[config.mk]
export PLATFORM = sky130hd
export DESIGN_NAME = reconstruction_error_stats
export DESIGN_NICKNAME = d
export VERILOG_FILES = /design/src/res_pkg.sv /design/src/reconstruction_error_stats.sv
export SDC_FILE = /design/constraint.sdc
export NUM_CORES = 1
export LEC_CHECK = 0
export BUFFER_PORTS_ARGS = -buffer_cell sky130_fd_sc_hd__clkbuf_2
export CORE_MARGIN = 5
export CORE_UTILIZATION = 46
export CTS_BUF_LIST = sky130_fd_sc_hd__clkbuf_16
export DETAILED_ROUTE_END_ITERATION = 6
export GPL_TIMING_DRIVEN = 0
export PLACE_DENSITY = 0.66
export SYNTH_ARGS = -nofsm -noshare
export SYNTH_HDL_FRONTEND = slang
export SYNTH_SLANG_ARGS = --single-unit
[constraint.sdc]
create_clock -name i_clk -period 11.4 [get_ports i_clk]
set_clock_uncertainty 0.15 [all_clocks]
set_input_delay 2.28 -clock i_clk [delete_from_list [all_inputs] [get_ports i_clk]]
set_output_delay 2.28 -clock i_clk [all_outputs]
set_load 0.02 [all_outputs]
[src/res_pkg.sv]
package res_pkg;

    // sample and count sizing
    localparam int SAMPLE_BITS = 16;
    localparam int COUNT_LOG2  = 20;

    localparam int DIFF_W = SAMPLE_BITS + 1;
    localparam int SQ_W   = 2 * SAMPLE_BITS;
    localparam int SUM_W  = 2 * SAMPLE_BITS + COUNT_LOG2;
    localparam int CNT_W  = COUNT_LOG2 + 1;
    localparam int MSE_W  = 2 * SAMPLE_BITS;
    localparam int ROOT_W = SAMPLE_BITS;

    // shared subtractor covers both the divide and the root steps
    localparam int DIV_OP_W  = CNT_W + 1;
    localparam int ROOT_OP_W = ROOT_W + 3;
    localparam int UNIT_W    = ((DIV_OP_W > ROOT_OP_W) ? DIV_OP_W : ROOT_OP_W) + 1;

    localparam int STEP_W = $clog2(MSE_W);

    localparam logic [CNT_W-1:0] COUNT_BOUND = CNT_W'(1) << COUNT_LOG2;

    typedef enum logic [2:0] {
        ST_IDLE,
        ST_DIFF,
        ST_SQ,
        ST_ACC,
        ST_DIV,
        ST_ROOT,
        ST_FIN
    } t_state;

    typedef struct packed {
        logic signed [SAMPLE_BITS-1:0] ref_sample;
        logic signed [SAMPLE_BITS-1:0] test_sample;
        logic                          last_item;
    } t_in_item;

    typedef struct packed {
        logic [SUM_W-1:0]              sum_sq_err;
        logic [CNT_W-1:0]              sample_count;
        logic [MSE_W-1:0]              mean_sq_err;
        logic [ROOT_W-1:0]             root_mean_sq_err;
        logic [SAMPLE_BITS-1:0]        max_abs_err;
        logic signed [SAMPLE_BITS-1:0] ref_min;
        logic signed [SAMPLE_BITS-1:0] ref_max;
        logic                          identical;
        logic                          count_overflow;
    } t_out_item;

    typedef struct packed {
        logic in_ready;
        logic do_diff;
        logic do_sq;
        logic do_acc;
        logic do_div;
        logic do_root;
        logic do_fin;
    } t_ctrl;

endpackage

[src/reconstruction_error_stats.sv]
// Streaming error statistics between a reference and a reconstructed array. Each
// request carries one sample pair; the block keeps the sum of squared differences,
// the peak absolute difference, the reference minimum and maximum, a pair count that
// saturates at 2^COUNT_LOG2 (raising count_overflow) and an all-equal flag. A pair
// goes through difference, square and accumulate steps, during which o_in_ready is
// low, so a new pair is accepted only once the previous one is through.
// The pair marked last_item also runs a restoring divide for the mean squared error
// and a digit-by-digit square root on one shared subtractor, then loads the result
// register, waiting if the previous result has not yet been taken. The statistics
// then clear for the next array. A finished result waits in its own register while
// new pairs flow.
module reconstruction_error_stats (
    input  logic               i_clk,
    input  logic               i_rst_n,
    input  logic               i_in_valid,
    output logic               o_in_ready,
    input  res_pkg::t_in_item  i_in_data,
    output logic               o_out_valid,
    input  logic               i_out_ready,
    output res_pkg::t_out_item o_out_data
);
    import res_pkg::*;

    t_state r_state;
    t_state n_state;
    t_ctrl  ctrl;

    // captured request
    logic signed [SAMPLE_BITS-1:0] r_ref;
    logic signed [SAMPLE_BITS-1:0] r_test;
    logic                          r_last;

    // per-pair datapath
    logic [SAMPLE_BITS-1:0] r_ad;
    logic [SQ_W-1:0]        r_sq;
    logic signed [DIFF_W-1:0] diff;
    logic [DIFF_W-1:0]        diff_abs;

    // accumulated statistics
    logic [SUM_W-1:0]              r_sum;
    logic [SUM_W-1:0]              n_sum;
    logic [SAMPLE_BITS-1:0]        r_peak;
    logic signed [SAMPLE_BITS-1:0] r_min;
    logic signed [SAMPLE_BITS-1:0] r_max;
    logic [CNT_W-1:0]              r_count;
    logic                          r_same;
    logic                          r_ovf;
    logic                          at_bound;

    // divide and root
    logic [STEP_W-1:0]  r_step;
    logic [CNT_W-1:0]   r_rem;
    logic [MSE_W-1:0]   r_quo;
    logic [MSE_W-1:0]   r_mse;
    logic [MSE_W-1:0]   r_rad;
    logic [ROOT_W:0]    r_srem;
    logic [ROOT_W-1:0]  r_root;
    logic [DIV_OP_W-1:0]  div_a;
    logic [ROOT_OP_W-1:0] root_a;
    logic [ROOT_W+1:0]    root_b;
    logic [UNIT_W-1:0]  unit_a;
    logic [UNIT_W-1:0]  unit_b;
    logic [UNIT_W-1:0]  unit_d;
    logic               unit_ge;
    logic [MSE_W-1:0]   quo_next;

    // result register
    t_out_item r_out;
    logic      r_out_valid;
    logic      out_free;

    localparam logic [STEP_W-1:0] DIV_LAST  = STEP_W'(MSE_W - 1);
    localparam logic [STEP_W-1:0] ROOT_LAST = STEP_W'(ROOT_W - 1);

    assign out_free = !r_out_valid || i_out_ready;
    assign at_bound = r_count[COUNT_LOG2];

    // next state
    always_comb begin
        n_state = r_state;
        case (r_state)
            ST_IDLE: begin
                if (i_in_valid) begin
                    n_state = ST_DIFF;
                end
            end
            ST_DIFF: n_state = ST_SQ;
            ST_SQ:   n_state = ST_ACC;
            ST_ACC: begin
                n_state = r_last ? ST_DIV : ST_IDLE;
            end
            ST_DIV: begin
                if (r_step == DIV_LAST) begin
                    n_state = ST_ROOT;
                end
            end
            ST_ROOT: begin
                if (r_step == ROOT_LAST) begin
                    n_state = ST_FIN;
                end
            end
            ST_FIN: begin
                if (out_free) begin
                    n_state = ST_IDLE;
                end
            end
            default: n_state = ST_IDLE;
        endcase
    end

    // control decode
    always_comb begin
        ctrl = '0;
        case (r_state)
            ST_IDLE: ctrl.in_ready = 1'b1;
            ST_DIFF: ctrl.do_diff  = 1'b1;
            ST_SQ:   ctrl.do_sq    = 1'b1;
            ST_ACC:  ctrl.do_acc   = 1'b1;
            ST_DIV:  ctrl.do_div   = 1'b1;
            ST_ROOT: ctrl.do_root  = 1'b1;
            ST_FIN:  ctrl.do_fin   = out_free;
            default: ctrl = '0;
        endcase
    end

    assign o_in_ready = ctrl.in_ready;

    // difference and magnitude
    assign diff     = DIFF_W'(r_ref) - DIFF_W'(r_test);
    assign diff_abs = diff[DIFF_W-1] ? (-diff) : diff;

    // pairs past the bound do not add to the sum
    assign n_sum = at_bound ? r_sum : (r_sum + SUM_W'(r_sq));

    // shared subtract and compare unit
    assign div_a  = {r_rem, r_quo[MSE_W-1]};
    assign root_a = {r_srem, r_rad[MSE_W-1:MSE_W-2]};
    assign root_b = {r_root, 2'b01};

    always_comb begin
        if (ctrl.do_root) begin
            unit_a = UNIT_W'(root_a);
            unit_b = UNIT_W'(root_b);
        end else begin
            unit_a = UNIT_W'(div_a);
            unit_b = UNIT_W'(r_count);
        end
    end

    assign unit_d   = unit_a - unit_b;
    assign unit_ge  = !unit_d[UNIT_W-1];
    assign quo_next = {r_quo[MSE_W-2:0], unit_ge};

    // state register
    always_ff @(posedge i_clk) begin
        if (!i_rst_n) begin
            r_state <= ST_IDLE;
        end else begin
            r_state <= n_state;
        end
    end

    // request capture and per-pair pipeline
    always_ff @(posedge i_clk) begin
        if (ctrl.in_ready && i_in_valid) begin
            r_ref  <= i_in_data.ref_sample;
            r_test <= i_in_data.test_sample;
            r_last <= i_in_data.last_item;
        end
        if (ctrl.do_diff) begin
            r_ad <= diff_abs[SAMPLE_BITS-1:0];
        end
        if (ctrl.do_sq) begin
            r_sq <= SQ_W'(r_ad) * SQ_W'(r_ad);
        end
    end

    // statistics, cleared after each result
    always_ff @(posedge i_clk) begin
        if (!i_rst_n || ctrl.do_fin) begin
            r_sum   <= '0;
            r_peak  <= '0;
            r_min   <= '0;
            r_max   <= '0;
            r_count <= '0;
            r_same  <= 1'b1;
            r_ovf   <= 1'b0;
        end else begin
            if (ctrl.do_diff) begin
                if (r_count == '0) begin
                    r_min <= r_ref;
                    r_max <= r_ref;
                end else begin
                    if (r_ref < r_min) begin
                        r_min <= r_ref;
                    end
                    if (r_ref > r_max) begin
                        r_max <= r_ref;
                    end
                end
                if (diff_abs[SAMPLE_BITS-1:0] > r_peak) begin
                    r_peak <= diff_abs[SAMPLE_BITS-1:0];
                end
                if (diff != '0) begin
                    r_same <= 1'b0;
                end
            end
            if (ctrl.do_acc) begin
                r_sum <= n_sum;
                if (at_bound) begin
                    r_ovf <= 1'b1;
                end else begin
                    r_count <= r_count + CNT_W'(1);
                end
            end
        end
    end

    // divide then square root, one step per cycle
    always_ff @(posedge i_clk) begin
        if (ctrl.do_acc) begin
            // quotient fits MSE_W bits, so the top of the sum seeds the remainder
            r_rem  <= CNT_W'(n_sum[SUM_W-1:MSE_W]);
            r_quo  <= n_sum[MSE_W-1:0];
            r_step <= '0;
        end
        if (ctrl.do_div) begin
            r_rem  <= unit_ge ? unit_d[CNT_W-1:0] : div_a[CNT_W-1:0];
            r_quo  <= quo_next;
            if (r_step == DIV_LAST) begin
                r_mse  <= quo_next;
                r_rad  <= quo_next;
                r_srem <= '0;
                r_root <= '0;
                r_step <= '0;
            end else begin
                r_step <= r_step + STEP_W'(1);
            end
        end
        if (ctrl.do_root) begin
            r_srem <= unit_ge ? unit_d[ROOT_W:0] : root_a[ROOT_W:0];
            r_root <= {r_root[ROOT_W-2:0], unit_ge};
            r_rad  <= {r_rad[MSE_W-3:0], 2'b00};
            r_step <= r_step + STEP_W'(1);
        end
    end

    // result register
    always_ff @(posedge i_clk) begin
        if (!i_rst_n) begin
            r_out_valid <= 1'b0;
        end else if (ctrl.do_fin) begin
            r_out_valid <= 1'b1;
        end else if (i_out_ready) begin
            r_out_valid <= 1'b0;
        end
    end

    always_ff @(posedge i_clk) begin
        if (ctrl.do_fin) begin
            r_out.sum_sq_err       <= r_sum;
            r_out.sample_count     <= r_count;
            r_out.mean_sq_err      <= r_mse;
            r_out.root_mean_sq_err <= r_root;
            r_out.max_abs_err      <= r_peak;
            r_out.ref_min          <= r_min;
            r_out.ref_max          <= r_max;
            r_out.identical        <= r_same;
            r_out.count_overflow   <= r_ovf;
        end
    end

    assign o_out_valid = r_out_valid;
    assign o_out_data  = r_out;

    // count never passes its bound
    a_count_bound: assert property (@(posedge i_clk) disable iff (!i_rst_n)
        r_count <= COUNT_BOUND)
        else $error("pair count beyond bound");

    // overflow only reported with a saturated count
    a_ovf_count: assert property (@(posedge i_clk) disable iff (!i_rst_n)
        o_out_valid && o_out_data.count_overflow |->
            o_out_data.sample_count == COUNT_BOUND)
        else $error("overflow without saturated count");

    // root is the floor square root of the mean
    a_root: assert property (@(posedge i_clk) disable iff (!i_rst_n)
        o_out_valid |->
            ((2*MSE_W+2)'(o_out_data.root_mean_sq_err) *
             (2*MSE_W+2)'(o_out_data.root_mean_sq_err)
                <= (2*MSE_W+2)'(o_out_data.mean_sq_err)) &&
            (((2*MSE_W+2)'(o_out_data.root_mean_sq_err) + (2*MSE_W+2)'(1)) *
             ((2*MSE_W+2)'(o_out_data.root_mean_sq_err) + (2*MSE_W+2)'(1))
                > (2*MSE_W+2)'(o_out_data.mean_sq_err)))
        else $error("root does not match mean");

    // equal arrays carry no error
    a_identical: assert property (@(posedge i_clk) disable iff (!i_rst_n)
        o_out_valid && o_out_data.identical |->
            o_out_data.max_abs_err == '0 && o_out_data.sum_sq_err == '0)
        else $error("identical flag with nonzero error");

endmodule
==> metrics list <==
- The worst setup path is of the reg2reg kind.
- Synthesized area: 31400 µm²
- Entering global routing, the biggest net connects 64 pins.
- Height of the chip: 271 µm
- The count of cells in the finished layout, fillers not included, comes to 4105.
- Dividing the detail-routed wire length by the instance count gives 19.6 µm.
- Critical Path Sink Type: flop
- The floorplan step defined a die boundary enclosing 73700 µm².
* Initial core utilization: 46.6%
* Count of flip-flops with a built-in enable after synthesis: 404
* Total via count after detailed routing: 22000
- Vias in the first global route: 22500
- Clock tree from TritonCTS: yes
* Number of antenna violations at the first check in global routing: 0
- Final-layout setup total negative slack: 0 ns
- The share of the Yosys chip area taken by registers is 46.8%.
- Once detail routing completed, the nets flagged for antenna violations numbered 0.
* Startpoint of the most critical setup path: r_ad[4]
- Crit path required time: 11.63 ns
- At the end of routability-driven placement, the weighted congestion stood at 0.939.
* Biggest area contributors in the synthesized netlist: edfxtp_1, fa_1, ha_1
- Across every metal layer, demand over resource in global routing totals 21.4%.
- Of the post-synthesis cell area, the dominant cell type holds 38.6%.
- The most used flip-flop cell after synthesis is edfxtp_1.
- Fraction of final layout cells with drive strength greater than 1: 10.9%
- Clock latency on the worst-skew pair, taken at its later pin, is 0.63 ns.
* Arr. time, crit path: 7.95 ns
- Final worst setup slack: 3.68 ns
- Final global-route overflow total: 0
- Die outline width: 271 µm
- DP Cell Count: 3995
- In this run the tightest slew margin relative to its limit is 21.4%.
- Post-Syn Area per Cell: 10.8 µm²
- Setup repair after global routing left no endpoint under its margin.
- Setup fix buffers added after clock tree synthesis: 0
* Number of placement rows: 95
- Register Area: 14700 µm²
- Of the available clock period, the critical path in the final layout requires 67.7%.
* Utilization after layout: 53.1%
- DRC violation count after routing: 0
- Starting DRT DRC Count: 1414
- Max-slew violations: 0
* Antenna cells: 0
- Wire length reported by the detailed router: 80400 µm
- Input and output buffers added on the ports amount to 209.
- Cts repair resizes: 0
* Post-Synthesis Cells: 2902
* Fraction of synthesis flops using an asynchronous set or reset pin: 0%
* Number of fill cells: 5956
- Mean number of vias per cell: 5.35
- The run finished with clean final reports.
- From synthesis to final layout, the design area changed by 13.9%.
- Maximum fanout along the worst path: 10
- Leading cell types by count after synthesis: edfxtp_1, inv_1, nand2_1
- Dpl hpwl: 62300 µm
- The first global-routing pass estimated 126000 µm of wire.
- Multi-input combinational cell area: 15000 µm²
* Highest clock rate: 130 MHz
- Across the run, the number of max-cap violations was 0.
- Final critical path time including I/O delays and setup: 7.72 ns
- After clock tree synthesis, the flow added hold-fix buffers numbering 0.
* Dominant cell by count in the synthesized netlist: edfxtp_1
- The min-delay analysis places its worst path in the category reg2reg.
- In this run the clock root is driven by a clkbuf_16.
* Worst setup slack before clock tree synthesis: 3.61 ns
- The first detailed-routing pass ran for 7 iterations.
- In this run the critical register-to-register path is launched from r_ad[4].
- Synth cell types: 73
- During synthesis, Yosys emitted a total of 0 warnings.
- Number of clock sinks: 533
- In this run, CTS created clock tree buffers numbering 58.
- Buffers from clock root to sink, at most: 3
- Sort of element at the start of the critical path: flop
- Counting every net in the synthesized netlist gives 3331.
- In this run the most critical hold path is launched from r_mse[25].
* Core area: 67500 µm²
- Library cell with the largest summed area after synthesis: edfxtp_1
- In the final design database the tool counted 3611 nets.
* Number of synthesized register bits: 533
- For this design the top-level I/O count stands at 210.
* Max H-tree Level: 2
- Clock slew at reported path FFs: 0.06 ns
* Number of hold violations in the final report: 0
- At the pin with the least slew margin, the transition time is 1.18 ns.
- Count of endpoints failing setup in the final report: 0
==> metrics by stage <==
step                area (µm²)  hold slack (ns)
floorplan                31500            0.250
global placement         33600            0.257
detailed placement       33800            0.255
CTS                      35800            0.263
global route             35800            0.273
finish                   35800            0.266
==> per-layer routing <==
| metal | vias up | GRT usage (%) | share of wire [%] |
|---|---|---|---|
| li1 | 10500 | - | - |
| met1 | 10700 | 28.7 | 44 |
| met2 | 604 | 35.8 | 47 |
| met3 | 134 | 3.74 | 5.7 |
| met4 | 0 | 6.49 | 3.2 |
| met5 | - | 0 | 0 |
==> area by class of cell <==
cell class                 instances  share of cell area, %
buffer                           105                   1.14
clock buffer                      60                   4.19
clock inverter                    50                   1.44
inverter                         354                   3.71
multi-input combinational       1910                   41.9
sequential                       533                   41.1
tap                              873                   3.05
timing repair buffer             220                   3.46
==> worst paths after layout <==
path / to / slack, ns / cells after the start
hold reg to reg: o_out_data[91] / 0.27 / 0
setup / recovery: r_sq[31] / 3.68 / 23
hold / removal: o_out_data[91] / 0.27 / 0
setup reg to reg: r_sq[31] / 3.68 / 23
==> cell usage in the layout (no fill, tap or decap), drive strengths merged, types with 20 or more instances in the layout <==
cell type    n
fa         168
mux2i       55
clkbuf     357
and3        20
clkinv      23
xnor2       98
inv        367
a21oi      175
a22o        30
o21ai       97
nor2b       24
edfxtp     404
xor2        62
nor3        35
nand2b      21
a21o        58
a211oi      28
nand3       54
nand4       26
and2        68
nand2      293
ha         224
dfxtp      129
buf         28
nor2       214
==> flip-flops by register name (all words and copies together) (netlist names) <==
signal	cells
r_root	16
r_same	1
r_quo	32
r_min	16
r_mse	32
r_step	5
r_last	1
o_out_valid	1
r_ovf	1
r_sum	52
r_sq	31
r_state	3
r_rad	32
r_ref	16
r_srem	17
r_count	21
o_out_data	171
r_peak	16
r_test	16
r_ad	16
r_rem	21
r_max	16
==> critical path, cell delays in order (launching register included) <==
cell,delay [ns]
edfxtp_1,0.48
clkbuf_1,0.51
clkbuf_1,0.55
nand2_1,0.16
fa_1,0.62
inv_1,0.07
fa_1,0.46
fa_1,0.52
fa_1,0.53
fa_1,0.55
inv_1,0.06
fa_1,0.53
inv_1,0.04
ha_1,0.35
a21o_1,0.19
a21o_1,0.17
a21oi_1,0.15
o21ai_0,0.09
a21o_1,0.20
a21boi_0,0.30
o21bai_1,0.14
a211o_1,0.31
o31ai_1,0.25
xnor2_1,0.11
==> logic make-up (layout without fill, tap and decap cells) <==
| kind of cell | Yosys count | in the layout | synth area share [%] |
|---|---|---|---|
| AO/OA/AOI/OAI | 495 | 495 | 10.1 |
| buffers and inverters | 459 | 789 | 5.52 |
| adder cells (fa/ha/maj) | 392 | 392 | 19.6 |
| multiplexers | 58 | 58 | 1.86 |
| XOR/XNOR | 160 | 160 | 4.46 |
| AND/OR/NAND/NOR | 805 | 805 | 11.7 |
| flip-flops | 533 | 533 | 46.8 |
Power is left out: the tool's default activity adds up to more than one toggle a clock period on the data nets, which glitch-free logic cannot reach.
